`config.mk`:
```
export PLATFORM = sky130hd
export DESIGN_NAME = deque_with_move_to_front
export DESIGN_NICKNAME = d
export VERILOG_FILES = /design/src/hw/rtl/dqmtf_pkg.sv /design/src/hw/rtl/deque_with_move_to_front.sv /design/src/hw/rtl/dqmtf_store.sv
export SDC_FILE = /design/constraint.sdc
export NUM_CORES = 1
export LEC_CHECK = 0
export BUFFER_PORTS_ARGS = -buffer_cell sky130_fd_sc_hd__buf_2
export CAP_MARGIN = 20
export CORE_MARGIN = 2
export CORE_UTILIZATION = 40
export CTS_BUF_LIST = sky130_fd_sc_hd__clkbuf_16
export CTS_CLUSTER_SIZE = 10
export DETAILED_ROUTE_END_ITERATION = 8
export SYNTH_ARGS = -nofsm -noshare
export SYNTH_HDL_FRONTEND = slang
export SYNTH_SLANG_ARGS = --single-unit
```
`constraint.sdc`:
```
create_clock -name clock -period 5.05 [get_ports clock]
set_input_delay 1.01 -clock clock [delete_from_list [all_inputs] [get_ports clock]]
set_output_delay 1.01 -clock clock [all_outputs]
set_load 0.02 [all_outputs]
```
`src/hw/rtl/dqmtf_pkg.sv`:
```
`timescale 1ns / 1ps

package dqmtf_pkg;

   localparam int VALUE_W  = 32;
   localparam int CMD_W    = 3;
   localparam int STATUS_W = 2;

   // command codes carried on req_cmd
   typedef enum logic [CMD_W-1:0] {
      CMD_PUSH_FRONT = 3'd0,
      CMD_PUSH_BACK  = 3'd1,
      CMD_DROP_FRONT = 3'd2,
      CMD_DROP_BACK  = 3'd3,
      CMD_MOVE_FRONT = 3'd4
   } cmd_type;

   // result status codes
   typedef enum logic [STATUS_W-1:0] {
      RS_OK     = 2'd0,
      RS_EMPTY  = 2'd1,
      RS_BADPOS = 2'd2,
      RS_FULL   = 2'd3
   } status_type;

   // sequencer states
   typedef enum logic [2:0] {
      S_IDLE,
      S_PUSH,
      S_WALK,
      S_LOAD,
      S_MV_LINK,
      S_MV_FRONT,
      S_RESP
   } state_type;

   // write strobes toward the list store
   typedef struct packed {
      logic link_we;
      logic entry_we;
   } wr_type;

endpackage

```
`src/hw/rtl/deque_with_move_to_front.sv`:
```
`timescale 1ns / 1ps

// Bounded deque of signed 32-bit values with move-to-front, kept as a linked
// chain of slots in a small store with one read and one write port for links
// and for values. A command is taken when start is high and busy is low;
// busy then stays high until the result beat, which shows on the rsp_ ports
// for exactly one cycle with rsp_strobe high and cannot be held off.
// A push goes through S_PUSH. Drop front with two or more entries and drop
// back with three or more walk links in S_WALK (count-2 from the front for
// drop back), then load the new end value in S_LOAD. Move of position n walks
// to it, then relinks in S_MV_LINK and S_MV_FRONT. Rejected and no-op commands,
// a drop that empties the list and a drop back from two entries go to S_RESP.
// The link walk advances one slot per cycle through the registered read port
// of the link store, and that walk sets the latency. A new command may be
// started in the cycle after the result beat. No clearing pass after reset.
module deque_with_move_to_front #(
   parameter int CAPACITY = 16
) (
   input  logic                                  clock,
   input  logic                                  reset,
   input  logic                                  start,
   output logic                                  busy,
   input  logic [dqmtf_pkg::CMD_W-1:0]           req_cmd,
   input  logic signed [dqmtf_pkg::VALUE_W-1:0]  req_value,
   input  logic [$clog2(CAPACITY+1)-1:0]         req_position,
   output logic                                  rsp_strobe,
   output logic [dqmtf_pkg::STATUS_W-1:0]        rsp_status,
   output logic [$clog2(CAPACITY+1)-1:0]         rsp_entry_count,
   output logic signed [dqmtf_pkg::VALUE_W-1:0]  rsp_front_value,
   output logic signed [dqmtf_pkg::VALUE_W-1:0]  rsp_back_value
);
   import dqmtf_pkg::*;

   localparam int SLOT_W  = $clog2(CAPACITY);
   localparam int COUNT_W = $clog2(CAPACITY+1);

   state_type                  state_ff, state_in;
   cmd_type                    cmd_ff, cmd_in;
   logic signed [VALUE_W-1:0]  value_ff, value_in;
   status_type                 status_ff, status_in;
   logic [COUNT_W-1:0]         count_ff, count_in;
   logic [COUNT_W-1:0]         hwm_ff, hwm_in;
   logic [SLOT_W-1:0]          front_ff, front_in;
   logic [SLOT_W-1:0]          back_ff, back_in;
   logic [SLOT_W-1:0]          free_head_ff, free_head_in;
   logic signed [VALUE_W-1:0]  fv_ff, fv_in;
   logic signed [VALUE_W-1:0]  bv_ff, bv_in;
   logic [SLOT_W-1:0]          prev_ff, prev_in;
   logic [SLOT_W-1:0]          tgt_ff, tgt_in;
   logic [SLOT_W-1:0]          dist_ff, dist_in;
   logic [SLOT_W-1:0]          steps_ff, steps_in;

   wr_type                     wr;
   logic [SLOT_W-1:0]          link_waddr, link_wdata, link_raddr, link_rdata;
   logic [SLOT_W-1:0]          entry_waddr, entry_raddr;
   logic [VALUE_W-1:0]         entry_rdata;
   logic [SLOT_W-1:0]          new_slot;
   logic                       take_free;
   logic                       accept;
   cmd_type                    req_code;
   logic                       walk_done;

   assign accept    = start && (state_ff == S_IDLE);
   assign req_code  = cmd_type'(req_cmd);
   assign walk_done = (dist_ff == steps_ff);
   // released slots wait on the free chain while the high-water mark exceeds the count
   assign take_free = (hwm_ff != count_ff);
   assign new_slot  = take_free ? free_head_ff : hwm_ff[SLOT_W-1:0];

   dqmtf_store #(
      .CAPACITY (CAPACITY)
   ) u_store (
      .clock       (clock),
      .wr          (wr),
      .link_waddr  (link_waddr),
      .link_wdata  (link_wdata),
      .link_raddr  (link_raddr),
      .link_rdata  (link_rdata),
      .entry_waddr (entry_waddr),
      .entry_wdata (value_ff),
      .entry_raddr (entry_raddr),
      .entry_rdata (entry_rdata)
   );

   // next state
   always_comb begin
      state_in = state_ff;
      unique case (state_ff)
         S_IDLE: begin
            if (accept) begin
               state_in = S_RESP;
               unique case (req_code) inside
                  CMD_PUSH_FRONT, CMD_PUSH_BACK: begin
                     if (count_ff != COUNT_W'(CAPACITY)) begin
                        state_in = S_PUSH;
                     end
                  end
                  CMD_DROP_FRONT: begin
                     if (count_ff > COUNT_W'(1)) begin
                        state_in = S_WALK;
                     end
                  end
                  CMD_DROP_BACK: begin
                     if (count_ff > COUNT_W'(2)) begin
                        state_in = S_WALK;
                     end
                  end
                  CMD_MOVE_FRONT: begin
                     if (count_ff != '0 && req_position > COUNT_W'(1) &&
                         req_position <= count_ff) begin
                        state_in = S_WALK;
                     end
                  end
                  default: state_in = S_RESP;
               endcase
            end
         end
         S_PUSH:     state_in = S_RESP;
         S_WALK: begin
            if (walk_done) begin
               state_in = (cmd_ff == CMD_MOVE_FRONT) ? S_MV_LINK : S_LOAD;
            end
         end
         S_LOAD:     state_in = S_RESP;
         S_MV_LINK:  state_in = S_MV_FRONT;
         S_MV_FRONT: state_in = S_RESP;
         S_RESP:     state_in = S_IDLE;
         default:    state_in = S_IDLE;
      endcase
   end

   // datapath and store control
   always_comb begin
      cmd_in       = cmd_ff;
      value_in     = value_ff;
      status_in    = status_ff;
      count_in     = count_ff;
      hwm_in       = hwm_ff;
      front_in     = front_ff;
      back_in      = back_ff;
      free_head_in = free_head_ff;
      fv_in        = fv_ff;
      bv_in        = bv_ff;
      prev_in      = prev_ff;
      tgt_in       = tgt_ff;
      dist_in      = dist_ff;
      steps_in     = steps_ff;
      wr           = '0;
      link_waddr   = front_ff;
      link_wdata   = free_head_ff;
      link_raddr   = link_rdata;
      entry_waddr  = new_slot;
      entry_raddr  = link_rdata;

      unique case (state_ff)
         S_IDLE: begin
            // fetch the free chain head for a push, else the front's successor
            link_raddr = (req_code == CMD_PUSH_FRONT || req_code == CMD_PUSH_BACK) ?
                         free_head_ff : front_ff;
            if (accept) begin
               cmd_in    = req_code;
               value_in  = req_value;
               status_in = RS_OK;
               dist_in   = SLOT_W'(1);
               prev_in   = front_ff;
               unique case (req_code) inside
                  CMD_PUSH_FRONT, CMD_PUSH_BACK: begin
                     if (count_ff == COUNT_W'(CAPACITY)) begin
                        status_in = RS_FULL;
                     end
                  end
                  CMD_DROP_FRONT, CMD_DROP_BACK: begin
                     if (count_ff == '0) begin
                        status_in = RS_EMPTY;
                     end else if (count_ff == COUNT_W'(1)) begin
                        // list empties: abandon the free chain
                        count_in = '0;
                        hwm_in   = '0;
                     end else if (req_code == CMD_DROP_BACK && count_ff == COUNT_W'(2)) begin
                        // front becomes the back; release the old back slot
                        back_in      = front_ff;
                        bv_in        = fv_ff;
                        wr.link_we   = 1'b1;
                        link_waddr   = back_ff;
                        free_head_in = back_ff;
                        count_in     = count_ff - COUNT_W'(1);
                     end else if (req_code == CMD_DROP_BACK) begin
                        steps_in = SLOT_W'(count_ff - COUNT_W'(2));
                     end else begin
                        steps_in = SLOT_W'(1);
                     end
                  end
                  CMD_MOVE_FRONT: begin
                     if (count_ff != '0 && req_position > COUNT_W'(1)) begin
                        if (req_position > count_ff) begin
                           status_in = RS_BADPOS;
                        end else begin
                           steps_in = SLOT_W'(req_position - COUNT_W'(1));
                        end
                     end
                  end
                  default: status_in = RS_OK;
               endcase
            end
         end

         S_PUSH: begin
            // take a slot from the free chain or above the high-water mark
            if (take_free) begin
               free_head_in = link_rdata;
            end else begin
               hwm_in = hwm_ff + COUNT_W'(1);
            end
            wr.entry_we = 1'b1;
            entry_waddr = new_slot;
            if (count_ff == '0) begin
               front_in = new_slot;
               back_in  = new_slot;
               fv_in    = value_ff;
               bv_in    = value_ff;
            end else if (cmd_ff == CMD_PUSH_FRONT) begin
               wr.link_we = 1'b1;
               link_waddr = new_slot;
               link_wdata = front_ff;
               front_in   = new_slot;
               fv_in      = value_ff;
            end else begin
               wr.link_we = 1'b1;
               link_waddr = back_ff;
               link_wdata = new_slot;
               back_in    = new_slot;
               bv_in      = value_ff;
            end
            count_in = count_ff + COUNT_W'(1);
         end

         S_WALK: begin
            // advance one link per cycle from the registered read data
            link_raddr  = link_rdata;
            entry_raddr = link_rdata;
            if (walk_done) begin
               case (cmd_ff)
                  CMD_DROP_FRONT: begin
                     wr.link_we   = 1'b1;
                     link_waddr   = front_ff;
                     free_head_in = front_ff;
                     front_in     = link_rdata;
                  end
                  CMD_DROP_BACK: begin
                     wr.link_we   = 1'b1;
                     link_waddr   = back_ff;
                     free_head_in = back_ff;
                     back_in      = link_rdata;
                  end
                  default: tgt_in = link_rdata;
               endcase
            end else begin
               prev_in = link_rdata;
               dist_in = dist_ff + SLOT_W'(1);
            end
         end

         S_LOAD: begin
            // pick up the new end value
            if (cmd_ff == CMD_DROP_FRONT) begin
               fv_in = $signed(entry_rdata);
            end else begin
               bv_in = $signed(entry_rdata);
            end
            count_in = count_ff - COUNT_W'(1);
         end

         S_MV_LINK: begin
            // unlink the target; its predecessor becomes the back if needed
            fv_in       = $signed(entry_rdata);
            entry_raddr = prev_ff;
            if (tgt_ff == back_ff) begin
               back_in = prev_ff;
            end else begin
               wr.link_we = 1'b1;
               link_waddr = prev_ff;
               link_wdata = link_rdata;
            end
         end

         S_MV_FRONT: begin
            // splice the target in ahead of the old front
            wr.link_we = 1'b1;
            link_waddr = tgt_ff;
            link_wdata = front_ff;
            front_in   = tgt_ff;
            if (back_ff == prev_ff) begin
               bv_in = $signed(entry_rdata);
            end
         end

         S_RESP:  status_in = status_ff;
         default: status_in = status_ff;
      endcase
   end

   // control registers
   always_ff @(posedge clock) begin
      if (reset) begin
         state_ff  <= S_IDLE;
         status_ff <= RS_OK;
         count_ff  <= '0;
         hwm_ff    <= '0;
         front_ff  <= '0;
         back_ff   <= '0;
      end else begin
         state_ff  <= state_in;
         status_ff <= status_in;
         count_ff  <= count_in;
         hwm_ff    <= hwm_in;
         front_ff  <= front_in;
         back_ff   <= back_in;
      end
   end

   // payload registers
   always_ff @(posedge clock) begin
      cmd_ff       <= cmd_in;
      value_ff     <= value_in;
      free_head_ff <= free_head_in;
      fv_ff        <= fv_in;
      bv_ff        <= bv_in;
      prev_ff      <= prev_in;
      tgt_ff       <= tgt_in;
      dist_ff      <= dist_in;
      steps_ff     <= steps_in;
   end

   // result beat
   assign busy            = (state_ff != S_IDLE);
   assign rsp_strobe      = (state_ff == S_RESP);
   assign rsp_status      = status_ff;
   assign rsp_entry_count = count_ff;
   assign rsp_front_value = (count_ff == '0) ? '0 : fv_ff;
   assign rsp_back_value  = (count_ff == '0) ? '0 : bv_ff;

`ifndef SYNTHESIS
   a_count_bound: assert property (@(posedge clock) disable iff (reset)
      count_ff <= COUNT_W'(CAPACITY))
      else $error("entry count above capacity");

   a_hwm_cover: assert property (@(posedge clock) disable iff (reset)
      hwm_ff >= count_ff)
      else $error("high-water mark below entry count");

   a_single_beat: assert property (@(posedge clock) disable iff (reset)
      rsp_strobe |=> !rsp_strobe)
      else $error("result beat longer than one cycle");

   a_full_status: assert property (@(posedge clock) disable iff (reset)
      (rsp_strobe && rsp_status == RS_FULL) |-> (count_ff == COUNT_W'(CAPACITY)))
      else $error("full status with room left");

   a_walk_range: assert property (@(posedge clock) disable iff (reset)
      (state_ff == S_WALK) |-> (dist_ff <= steps_ff))
      else $error("link walk overran its target");
`endif

endmodule

```
`src/hw/rtl/dqmtf_store.sv`:
```
`timescale 1ns / 1ps

module dqmtf_store #(
   parameter int CAPACITY = 16
) (
   input  logic                                  clock,
   input  dqmtf_pkg::wr_type                     wr,
   input  logic [$clog2(CAPACITY)-1:0]           link_waddr,
   input  logic [$clog2(CAPACITY)-1:0]           link_wdata,
   input  logic [$clog2(CAPACITY)-1:0]           link_raddr,
   output logic [$clog2(CAPACITY)-1:0]           link_rdata,
   input  logic [$clog2(CAPACITY)-1:0]           entry_waddr,
   input  logic [dqmtf_pkg::VALUE_W-1:0]         entry_wdata,
   input  logic [$clog2(CAPACITY)-1:0]           entry_raddr,
   output logic [dqmtf_pkg::VALUE_W-1:0]         entry_rdata
);
   import dqmtf_pkg::*;

   localparam int SLOT_W = $clog2(CAPACITY);

   logic [SLOT_W-1:0]  link_mem  [CAPACITY];
   logic [VALUE_W-1:0] entry_mem [CAPACITY];

   // successor links: one write, one registered read per cycle
   always_ff @(posedge clock) begin
      if (wr.link_we) begin
         link_mem[link_waddr] <= link_wdata;
      end
      link_rdata <= link_mem[link_raddr];
   end

   // entry values: one write, one registered read per cycle
   always_ff @(posedge clock) begin
      if (wr.entry_we) begin
         entry_mem[entry_waddr] <= entry_wdata;
      end
      entry_rdata <= entry_mem[entry_raddr];
   end

endmodule

```
### After elaboration in Yosys (flattened, before gate mapping)

Memory sizes are Yosys's and may differ from the RTL's. A register that Yosys moved wholly into a read port is not among the register bits.
Index checks and enable logic that the tools add are counted.

| word-level totals | value |
|---|---|
| memory bits (writable) | 576 |
| bits in registers | 142 |
| memories kept | 2 |
| logic and storage cells | 225 |
| output and inout bits | 73 |

Memory list:

| name | words | bits a word | rd ports | clocked after memory_dff | write ports | line | text |
|---|---|---|---|---|---|---|---|
| u_store.entry_mem | 16 | 32 | 1 | 1 | 1 | dqmtf_store.sv:22 | `logic [VALUE_W-1:0] entry_mem [CAPACITY];` |
| u_store.link_mem | 16 | 4 | 1 | 1 | 1 | dqmtf_store.sv:21 | `logic [SLOT_W-1:0] link_mem [CAPACITY];` |

| cells by class | value |
|---|---|
| bitwise logic cells | 1 |
| reductions and logical operators | 36 |
| $lt $le $gt $ge | 5 |
| muxes and demuxes | 114 |
| equal/unequal tests | 46 |
| $add $sub $neg | 6 |

Operator list:

| operator | number |
|---|---|
| $mux W32 | 14 |
| $mux W4 | 48 |
| $pmux W32 S4 | 1 |
| $pmux W32 S3 | 1 |
| $mux W5 | 10 |
| $pmux W4 S3 | 3 |
| $ne A2 B2 Y1 const B | 17 |
| $pmux W4 S2 | 4 |
| $pmux W3 S4 | 2 |
| $mux W3 | 7 |
| $pmux W4 S5 | 1 |
| $eq A3 B2 Y1 const B | 6 |
| $reduce_and A9 Y1 | 2 |
| $pmux W4 S4 | 1 |
| $eq A3 B3 Y1 const B | 5 |
| $mux W1 | 15 |
| $pmux W5 S3 | 1 |
| $reduce_bool A3 Y1 | 5 |
| $eq A4 B4 Y1 | 3 |
| $add A5 B1 Y5 const B | 2 |
| $gt A5 B1 Y1 const B | 2 |
| $pmux W5 S2 | 1 |
| $reduce_and A10 Y1 | 1 |
| $logic_not A3 Y1 | 3 |
| other kinds (34) | 53 |

### Longest topological paths before layout

Gate-level depths: netlist of run 1.

| depth | value |
|---|---|
| depth in word-level cells | 10 |
| gate-level depth with buffers | 11 |

### Modules after synthesis

Synthesis of run 1 repeated with hierarchy kept, for this count alone.

| second synthesis, totals | value |
|---|---|
| cell total of the unflattened synthesis | 1,827 |
| area total of the unflattened synthesis | 31,203.7 um2 |

By module, submodules not included:

| module | area each (um2) | times used | cells an instance |
|---|---|---|---|
| dqmtf_store | 22,430.3 | 1 | 968 |
| deque_with_move_to_front | 8,773.4 | 1 | 859 |

### Worst setup path before layout of run 1

Ideal clock, no wire load.

| timing path | value |
|---|---|
| kind | register to register |
| start | register count_ff[0] (netlist: rsp_entry_count[0]) |
| end | register fv_ff[0] (enable) |
| stages on the path, launching flop included | 8 |
| path slack | 702 ps |
| library setup time | 466 ps |
| data arrival time | 3,883 ps |
| buffers on the path | 1 |
| clock period less this slack | 4,348 ps |
| path through | dfxtp_1 -> clkbuf_2 -> inv_1 -> ha_1 -> or4b_4 -> nand2_1 -> o21ai_0 -> o21ai_0 |

| on the way | value |
|---|---|
| cells in the longest elaborated chain, start to end | 3 |

RTL lines:

| element | line | text |
|---|---|---|
| start, declared | deque_with_move_to_front.sv:41 | `logic [COUNT_W-1:0] count_ff, count_in;` |
| start signal, assigned | deque_with_move_to_front.sv:314 | `count_ff <= count_in;` |
| $logic_not A5 Y1 | deque_with_move_to_front.sv:216 | `if (count_ff == '0) begin` |
| $ne A3 B3 Y1 (no source line) | -- |  |
| $reduce_and A3 Y1 (no source line) | -- |  |
| end signal, assigned | deque_with_move_to_front.sv:326 | `fv_ff <= fv_in;` |
| end, declared | deque_with_move_to_front.sv:46 | `logic signed [VALUE_W-1:0] fv_ff, fv_in;` |

Every way passes these cells.
A chain may end at the register's enable or synchronous reset.

### Worst setup path in the final report of run 1

| timing path | value |
|---|---|
| start | register count_ff[0] (netlist: rsp_entry_count[0]) |
| end | memory u_store.link_mem[10][0] (netlist bit) (enable) |

| on the way | value |
|---|---|
| cells in the longest elaborated chain, start to end | 10 |
| elaborated cells on any way between the ends | 23 |

RTL lines:

| element | line | text |
|---|---|---|
| $eq A5 B2 Y1 | deque_with_move_to_front.sv:179 | `end else if (req_code == CMD_DROP_BACK && count_ff == COUNT_W'(2)) begin` |
| $logic_and A1 B1 Y1 | deque_with_move_to_front.sv:179 |  |
| $mux W1 | deque_with_move_to_front.sv:179 |  |
| $mux W1 | deque_with_move_to_front.sv:175 | `end else if (count_ff == COUNT_W'(1)) begin` |
| $mux W1 | deque_with_move_to_front.sv:173 | `if (count_ff == '0) begin` |
| $mux W1 | deque_with_move_to_front.sv:166 | `unique case (req_code) inside` |
| $mux W1 | deque_with_move_to_front.sv:160 | `if (accept) begin` |
| $pmux W1 S5 | deque_with_move_to_front.sv:155 | `unique case (state_ff)` |
| $mux W1 | dqmtf_store.sv:26 | `if (wr.link_we) begin` |
| $mux W1 (not written as such) | dqmtf_store.sv:27 | `link_mem[link_waddr] <= link_wdata;` |
| end, declared | dqmtf_store.sv:21 |  |

Parallel ways exist; a longest one is shown, timed or not.

==> flow_metrics.tcl, run 1 <==
set metrics [dict create \
    internal_power_w 0.0156 \
    async_reset_ff_frac 0 \
    yosys.area.top_type_share 0.644 \
    hold_wc_path_type "reg2reg" \
    n_fill_cell 7044 \
    final.setup.tns_ns 0 \
    tritoncts_clock_tree "done" \
    ir_worst_vdd_v 0.000528 \
    worstMarginPinSlew_ns 1.09 \
    worst_setup_hold_path_clk_slew_ns 0.06 \
    syn2layout_area_growth_pct 14.8 \
    die_area_um2 83300 \
    p_sw_w 0.0111 \
    netlist.top_cell.by_area "edfxtp_1" \
    grt_pass1_wl_um 130000 \
    drive_gt1_frac 0.167 \
    slew_viol_final 0 \
    ctsHoldBuffers 0 \
    yosys.cell_types.count 86 \
    arrival_ns 4.32 \
    antenna_violations_before_repair 3 \
    synth_seq_cells 754 \
    die_width_um 289 \
    top_level_ports 116 \
    synth_edf_count 695 \
    fp.dieH_um 289 \
    via_count_of_the_first_global_routing_pass 20209 \
    routed_via_density 5.75 \
    power_frac_clock 0.214 \
    area_contributors_post_synth "edfxtp_1 (64%), a211oi_1 (3.8%), nand2_1 (3.8%)" \
    gp_congestion 0.926 \
    post_synth_design_cell_area_um2 32400 \
    total_power_w 0.0267 \
    synth.yosys.warnings 0 \
    netSwitchingFraction 0.415 \
    cts_inserted_buffers 88 \
    placement_rows 104 \
    grt_start_max_net_pins 150 \
    cts_setup_buffers 0 \
    initial_utilization 0.403 \
    post_synthesis_cells 2431 \
    cts.sink_count 754 \
    drt_drc_violations_left 0 \
    core_um2 80300 \
    final_antenna_violating_net_count 0 \
    r2r_setup_slack_ns 1.00 \
    setup.worst_path.end_class "register" \
    clk-insertion-delay-late_ns 0.66 \
    yosysSeqAreaShare 0.681 \
    slew_headroom 0.254 \
    min_period_ns 4.05 \
    cp.required_ns 5.32 \
    ys_dominant_reg_cell "edfxtp_1" \
    detailroute.via_count 21027 \
    critical_path.max_fanout 76 \
    critPathLaunchType "register" \
    power.density_nw_per_um2 717 \
    finish.net_count 2590 \
    critPathKind "reg2reg" \
    timing.max_cap.violations 0 \
    fmaxAchievable_ghz 0.247 \
    combinationalPowerShare 0.431 \
    n_antenna_cell 0 \
    timing_hold_violations_final 0 \
    detail_route.iter0.violations 2100 \
    cts_root_buffer "clkbuf_16" \
    globalRouteTotalUtil 0.207 \
    post-route-period-util 0.802 \
    routed_wire_length_per_instance_um 23.8 \
    clock_tree.htree_level_count 3 \
    setup_repair_after_global_routing_missed_its_margin "false" \
    postSynthNetCount 2490 \
    detailed_place_hpwl_um 53500 \
    post_cts_resize_count 0 \
    gr-total-overflow 0 \
    clock-skew-final_ns 0.0504 \
    setup_viol 0 \
    postSynthAreaPerCell_um2 13.3 \
    p_leak_nw 12.6 \
    routed_wirelength_um 87000 \
    drtPass1Iterations 6 \
    share_of_power_burned_in_registers 0.355 \
    port_buffers 115 \
    status "finished clean" \
    cts_max_path_buffers 3 \
]
-- cell type report --
type	count	area [um^2]	share of cell area
clock inverters	71	428	0.0115
well taps	1060	1330	0.0357
multi-input cells	1477	9700	0.261
inverters	16	60.1	0.00162
clock buffers	88	2200	0.0592
repair buffers	194	1400	0.0378
flip-flops and latches	754	22100	0.593
-- cell families (layout without fill, tap and decap cells) --
kind of cell,Yosys count,after routing,share of synthesized area
and+or+nand+nor,696,696,0.105
AOI/OAI and AO/OA,628,628,0.132
DFF,754,754,0.681
muxes,110,110,0.0427
buffers and inverters,200,369,0.0262
adders and majority gates,16,16,0.00618
xor gates and xnor gates,27,27,0.00730
-- registers in the layout, summed over array words and instances (netlist names), 5 cells and up --
name and count:
value_ff 32, fv_ff 32, bv_ff 32, u_store.link_mem 64
u_store.entry_rdata 32, hwm_ff 5, u_store.entry_mem 512, rsp_entry_count 5
-- final timing paths --
| kind | from | end | depth (start not counted) |
|---|---|---|---|
| min | rsp_status[0] | rsp_status[0] | 2 |
| min reg2reg | rsp_status[0] | rsp_status[0] | 2 |
| max reg2reg | rsp_entry_count[0] | u_store.link_mem[10][0] | 8 |
| max | rsp_entry_count[0] | u_store.link_mem[10][0] | 8 |
-- Yosys cell counts, types with 4 or more instances --
| cell type | number |
|---|---|
| a31oi_1 | 68 |
| xor2_1 | 15 |
| or2_2 | 5 |
| o22ai_1 | 77 |
| a311oi_1 | 68 |
| nor2_1 | 80 |
| buf_1 | 23 |
| a21o_1 | 5 |
| and2_0 | 53 |
| a211oi_1 | 166 |
| nor2b_1 | 5 |
| edfxtp_1 | 695 |
| clkbuf_1 | 130 |
| o221ai_1 | 4 |
| a22oi_1 | 4 |
| nand2b_1 | 6 |
| o32ai_1 | 4 |
| and3_1 | 4 |
| mux2i_1 | 29 |
| inv_1 | 15 |
| nand2_1 | 327 |
| xnor2_1 | 12 |
| ha_1 | 16 |
| and2_1 | 144 |
| dfxtp_1 | 59 |
| nor3_1 | 20 |
| nand4_1 | 6 |
| buf_2 | 19 |
| or3_1 | 4 |
| o21ai_0 | 32 |
| mux4_2 | 16 |
| mux2_2 | 65 |
| a21oi_1 | 152 |
| nand3_1 | 12 |
| buf_6 | 8 |
| nor4_1 | 5 |
-- through the flow --
stage / instances / util / hold WS (ns) / cell area, um^2 / setup WS [ns]
final: 3660 / 0.463 / 0.509 / 37200 / 1.00
after global routing: 3660 / 0.463 / 0.496 / 37200 / 0.715
after CTS: 3657 / 0.462 / 0.477 / 37100 / 1.05
after detailed placement: 3498 / 0.430 / 0.504 / 34500 / 1.06
after global placement: 3498 / 0.430 / 0.498 / 34500 / 1.15
after floorplan: 2431 / - / 0.403 / 32400 / 0.702
-- critical path, stage by stage, from the launching register on --
cell and delay, ns:
dfxtp_1 0.58, inv_1 0.18, ha_1 0.30, or4b_4 0.64, nand2_1 0.33, o31ai_2 0.32, o211ai_1 0.18, a22o_2 0.40
nor4_1 0.70
-- cells in the final DEF, fill, tap and decap left out, types with 69 or more instances in the layout --
master	count
clkbuf_16	88
a21oi_1	150
and2_1	144
buf_2	115
o22ai_1	77
inv_1	69
a211oi_1	166
nand2_1	327
edfxtp_1	695
-- per-layer routing --
| layer | wire length [um] | track usage | part of all wire |
|---|---|---|---|
| met5 | 23 | 0 | 0.00026 |
| met4 | 1690 | 0.0584 | 0.019 |
| met3 | 7190 | 0.0392 | 0.083 |
| met2 | 38400 | 0.308 | 0.44 |
| met1 | 39700 | 0.308 | 0.46 |
-- power groups by stage --
stage | Combinational [W] | Sequential (W) | Clock, W
final | 0.0115 | 0.00946 | 0.00572
after global routing | 0.0125 | 0.00956 | 0.00612
after CTS | 0.0114 | 0.00944 | 0.00587
after detailed placement | 0.0114 | 0.00956 | 0
after global placement | 0.0113 | 0.00953 | 0
after floorplan | 0.00793 | 0.00896 | 0
No activity file was read; power rests on OpenSTA's default activity.
==> inputs of run 2 (changes only) <==
==> constraint.sdc (replaced) <==
create_clock -name clock -period 4.05 [get_ports clock]
set_input_delay 0.81 -clock clock [delete_from_list [all_inputs] [get_ports clock]]
set_output_delay 0.81 -clock clock [all_outputs]
set_load 0.02 [all_outputs]
==> flow_metrics.tcl, run 2 (synthesis gave the netlist of run 1 again) <==
set metrics [dict create \
    cpPeakStageDelay_ns 0.57 \
    sequence_of_cells_on_the_critical_path "inv_1 -> ha_1 -> or4b_4 -> buf_4 -> and2_1 -> buf_2" \
    placement_rows 104 \
    globalRouteTotalUtil 0.208 \
    dpl-instance-area_um2 34800 \
    setup_viol 0 \
    post_route_utilization 0.467 \
    ir_worst_vdd_v 0.000570 \
    initial_utilization 0.403 \
    cts_inserted_buffers 88 \
    drive_gt1_frac 0.175 \
    detailroute.via_count 21032 \
    core_um2 80300 \
    timing.max_cap.violations 0 \
    arrival_ns 3.03 \
    clock_tree.htree_level_count 3 \
    path_delay_family "buffers and inverters" \
    antenna_violations_before_repair 3 \
    routed_wire_length_per_instance_um 23.8 \
    critPathKind "reg2out" \
    finish.net_count 2612 \
    clock-skew-final_ns 0.0450 \
    cts_max_path_buffers 3 \
    syn2layout_area_growth_pct 15.7 \
    largest_register_ffs 512 \
    post-route-period-util 0.949 \
    top_level_ports 116 \
    layout_setup_ws_ns 0.205 \
    r2r_setup_slack_ns 0.41 \
    detailed_place_hpwl_um 53300 \
    slew_viol_final 0 \
    routed_wirelength_um 87400 \
    cts_root_buffer "clkbuf_16" \
    routed_via_density 5.72 \
    drt_drc_violations_left 0 \
    detail_route.iter0.violations 2154 \
    die_area_um2 83300 \
    final_common_cell "edfxtp_1" \
    critical_path.n_buffers_inverters 3 \
    whs_ns 0.338 \
    min_period_ns 3.84 \
    setup_repair_after_global_routing_missed_its_margin "false" \
    top_regs "u_store.entry_mem: 512 flops, u_store.link_mem: 64 flops" \
    ctsHoldBuffers 0 \
    post_cts_resize_count 0 \
    critical_path.max_fanout 61 \
    grt_pass1_wl_um 130000 \
    worst_setup_hold_path_clk_slew_ns 0.06 \
    port_buffers 115 \
    final_antenna_violating_net_count 0 \
    power.density_nw_per_um2 892 \
    drtPass1Iterations 5 \
    detailedPlace.worstSlack_ns 0.472 \
    cts_setup_buffers 0 \
    final.setup.tns_ns 0 \
    tritoncts_clock_tree "done" \
    via_count_of_the_first_global_routing_pass 20399 \
    slew_headroom 0.334 \
    critPathLaunchType "register" \
    status "finished clean" \
    grt_start_max_net_pins 91 \
    clk-insertion-delay-late_ns 0.65 \
    cts.sink_count 754 \
    fp.dieH_um 289 \
    setup.worst_path.end_class "primary output" \
    gr-total-overflow 0 \
    gp_congestion 0.934 \
    commonest_cells_after_routing_fill_and_taps_aside "edfxtp_1 (695), nand2_1 (327), a211oi_1 (166), a21oi_1 (150), and2_1 (144)" \
    die_width_um 289 \
    hold_wc_path_type "in2reg" \
    timing_hold_violations_final 0 \
    critical_path.slowest_cell "dfxtp_1" \
    cp.required_ns 3.24 \
    finished_layout_cell_area_um2 37500 \
    fmaxAchievable_ghz 0.260 \
    n_antenna_cell 0 \
    reg_with_most_ffs "u_store.entry_mem" \
    p_leak_nw 12.7 \
    n_fill_cell 6974 \
    worstMarginPinSlew_ns 0.999 \
]
run 2: cell types whose count changed in the layout (fill, tap and decap cells not counted), sizes merged:
| cell | before | now |
|---|---|---|
| clkinvlp | 0 | 2 |
| buf | 193 | 216 |
| bufinv | 1 | 0 |
| clkbuf | 89 | 90 |
| inv | 73 | 65 |
| clkinv | 13 | 10 |
run 2: final timing paths:
check | startpoint | to | depth (start not counted)
min reg2reg | rsp_status[0] | rsp_status[0] | 2
min | req_value[20] | value_ff[20] | 1
max reg2reg | state_ff[0] | u_store.entry_mem[3][10] | 8
max | rsp_entry_count[0] | rsp_back_value[0] | 6
run 2: stage by stage:
stage	std cells	power (W)
6_report	3674	0.0334
5_1_grt	3674	0.0353
4_1_cts	3671	0.0335
3_5_place_dp	3520	0.0264
3_3_place_gp	3519	0.0261
2_1_floorplan	2431	0.0211
run 2: power breakdown:
part	total [W]	internal, W	leakage (nW)	switching [W]
Sequential	0.0117	0.0105	6.79	0.00128
Clock	0.00702	0.00400	1.43	0.00302
Combinational	0.0146	0.00518	4.48	0.00946
Total	0.0334	0.0196	12.7	0.0138
run 2: cell type report:
cell class,count,area (um^2),area share
Tap cell,1060,1330,0.0354
Timing Repair Buffer,216,1730,0.0461
Inverter,16,60.1,0.00160
Sequential cell,754,22100,0.589
Clock buffer,90,2250,0.0601
Clock inverter,61,343,0.00915
Multi-Input combinational cell,1477,9700,0.259
run 2: routing by layer:
metal | routed length [um] | share of wire | track usage
met1 | 39300 | 0.45 | 0.302
met4 | 2180 | 0.025 | 0.0668
met2 | 39000 | 0.45 | 0.313
met5 | 0 | 0 | 0
met3 | 6950 | 0.080 | 0.0422
==> inputs of run 3 (changes only) <==
--- a/config.mk
+++ b/config.mk
@@ -8,10 +8,11 @@
 export BUFFER_PORTS_ARGS = -buffer_cell sky130_fd_sc_hd__buf_2
 export CAP_MARGIN = 20
 export CORE_MARGIN = 2
-export CORE_UTILIZATION = 40
+export CORE_UTILIZATION = 50
 export CTS_BUF_LIST = sky130_fd_sc_hd__clkbuf_16
 export CTS_CLUSTER_SIZE = 10
 export DETAILED_ROUTE_END_ITERATION = 8
+export PLACE_DENSITY = 0.68
 export SYNTH_ARGS = -nofsm -noshare
 export SYNTH_HDL_FRONTEND = slang
 export SYNTH_SLANG_ARGS = --single-unit
==> flow_metrics.tcl, run 3 (synthesis gave the netlist of run 1 again) <==
set metrics [dict create \
    placement_rows 93 \
    timing_hold_violations_final 0 \
    dpl-instance-area_um2 34700 \
    routed_via_density 6.09 \
    detailed_place_hpwl_um 53200 \
    final_common_cell "edfxtp_1" \
    post_route_utilization 0.581 \
    setup.worst_path.end_class "primary output" \
    commonest_cells_after_routing_fill_and_taps_aside "edfxtp_1 (695), nand2_1 (327), a211oi_1 (166), a21oi_1 (150), and2_1 (144)" \
    reg_with_most_ffs "u_store.entry_mem" \
    setup_viol 0 \
    die_area_um2 66800 \
    clk-insertion-delay-late_ns 0.65 \
    critPathLaunchType "register" \
    cts_root_buffer "clkbuf_16" \
    routed_wire_length_per_instance_um 24.3 \
    critical_path.max_fanout 33 \
    port_buffers 115 \
    drive_gt1_frac 0.182 \
    post-route-period-util 0.931 \
    antenna_violations_before_repair 0 \
    gp_congestion 0.946 \
    top_level_ports 116 \
    finished_layout_cell_area_um2 37300 \
    via_count_of_the_first_global_routing_pass 20913 \
    post_cts_resize_count 0 \
    detailroute.via_count 21313 \
    largest_register_ffs 512 \
    min_period_ns 3.77 \
    whs_path_depth 1 \
    drt_drc_violations_left 0 \
    n_fill_cell 5067 \
    gr-total-overflow 0 \
    fmaxAchievable_ghz 0.265 \
    cts_max_path_buffers 3 \
    detail_route.iter0.violations 2147 \
    whs_ns 0.337 \
    clock-skew-final_ns 0.0236 \
    cts.sink_count 754 \
    gr-max-usage-layer "met2" \
    core_um2 64200 \
    final-seq-area_um2 22100 \
    ctsHoldBuffers 0 \
    ir_worst_vdd_v 0.000483 \
    cp.required_ns 3.24 \
    tritoncts_clock_tree "done" \
    critPathKind "reg2out" \
    slew_viol_final 0 \
    slew_headroom 0.306 \
    met3_usage 0.0461 \
    arrival_ns 2.96 \
    p_leak_nw 12.9 \
    grt_pass1_wl_um 129000 \
    status "finished clean" \
    area_used_by_multi_input_combinational_logic_um2 9700 \
    final.setup.tns_ns 0 \
    die_width_um 259 \
    syn2layout_area_growth_pct 15.1 \
    n_antenna_cell 0 \
    grtUsageMet1 0.376 \
    worst_setup_hold_path_clk_slew_ns 0.06 \
    power.density_nw_per_um2 902 \
    routed_wirelength_um 85000 \
    fp.dieH_um 259 \
    final_antenna_violating_net_count 0 \
    hold_wc_path_type "in2reg" \
    rr_worst_depth 9 \
    cts_setup_buffers 0 \
    finish.net_count 2637 \
    setup_repair_after_global_routing_missed_its_margin "false" \
    cts_inserted_buffers 86 \
    timing.max_cap.violations 0 \
    globalRouteTotalUtil 0.254 \
    top_regs "u_store.entry_mem: 512 flops, u_store.link_mem: 64 flops" \
    initial_utilization 0.504 \
    worstMarginPinSlew_ns 1.04 \
    drtPass1Iterations 8 \
    clock_tree.htree_level_count 3 \
    grt_start_max_net_pins 70 \
    groute.layer.met2.usage 0.388 \
]
## run 3: cell types whose count changed in the layout (fill, tap and decap cells not counted)
cell | previous run | this run
buf_4 | 67 | 104
buf_12 | 31 | 23
clkinv_4 | 1 | 0
inv_2 | 2 | 3
buf_1 | 1 | 0
clkinv_1 | 5 | 1
buf_6 | 2 | 1
clkinvlp_4 | 2 | 0
bufinv_16 | 0 | 1
clkinv_8 | 0 | 1
clkbuf_16 | 90 | 87
inv_1 | 61 | 73
## run 3: per-stage QoR
stage                     instances  power [W]  worst slack, ns
after floorplan                2431     0.0211            0.311
after global placement         3342     0.0263            0.563
after detailed placement       3343     0.0266            0.403
after CTS                      3499     0.0336            0.285
after global routing           3501     0.0355           0.0907
final                          3501     0.0336            0.279
## run 3: layer usage
metal  part of all wire  vias to the layer above
met2               0.45                      946
met5                  0                        -
met4              0.022                        0
met3              0.085                      126
li1                   -                     9640
met1               0.44                    10601
## run 3: power by group
group | leakage, nW | switching [W] | internal [W]
Combinational | 4.60 | 0.00943 | 0.00546
Sequential | 6.79 | 0.00131 | 0.0105
Clock | 1.47 | 0.00304 | 0.00396
Total | 12.9 | 0.0138 | 0.0199
## run 3: worst paths after layout
kind                                    startpoint                       to  slack (ns)
worst min register to register       rsp_status[0]            rsp_status[0]        0.50
worst min-delay path                 req_value[16]             value_ff[16]        0.34
worst max-delay path                   state_ff[1]               rsp_strobe        0.28
worst max register to register  rsp_entry_count[1]  u_store.link_mem[11][0]        0.36
## run 3: critical path: stages (launching register included)
cell and delay (ns):
dfxtp_2 0.65, buf_4 0.49, inv_2 0.43, buf_4 0.35, nor3_1 0.15, buf_2 0.20
## run 3: layout make-up
type                       instances  area share
multi-input combinational       1477       0.260
sequential                       754       0.591
clock inverter                    69      0.0107
clock buffer                      87      0.0584
timing repair buffer             243      0.0490
inverter                          16     0.00161
tap                              855      0.0287
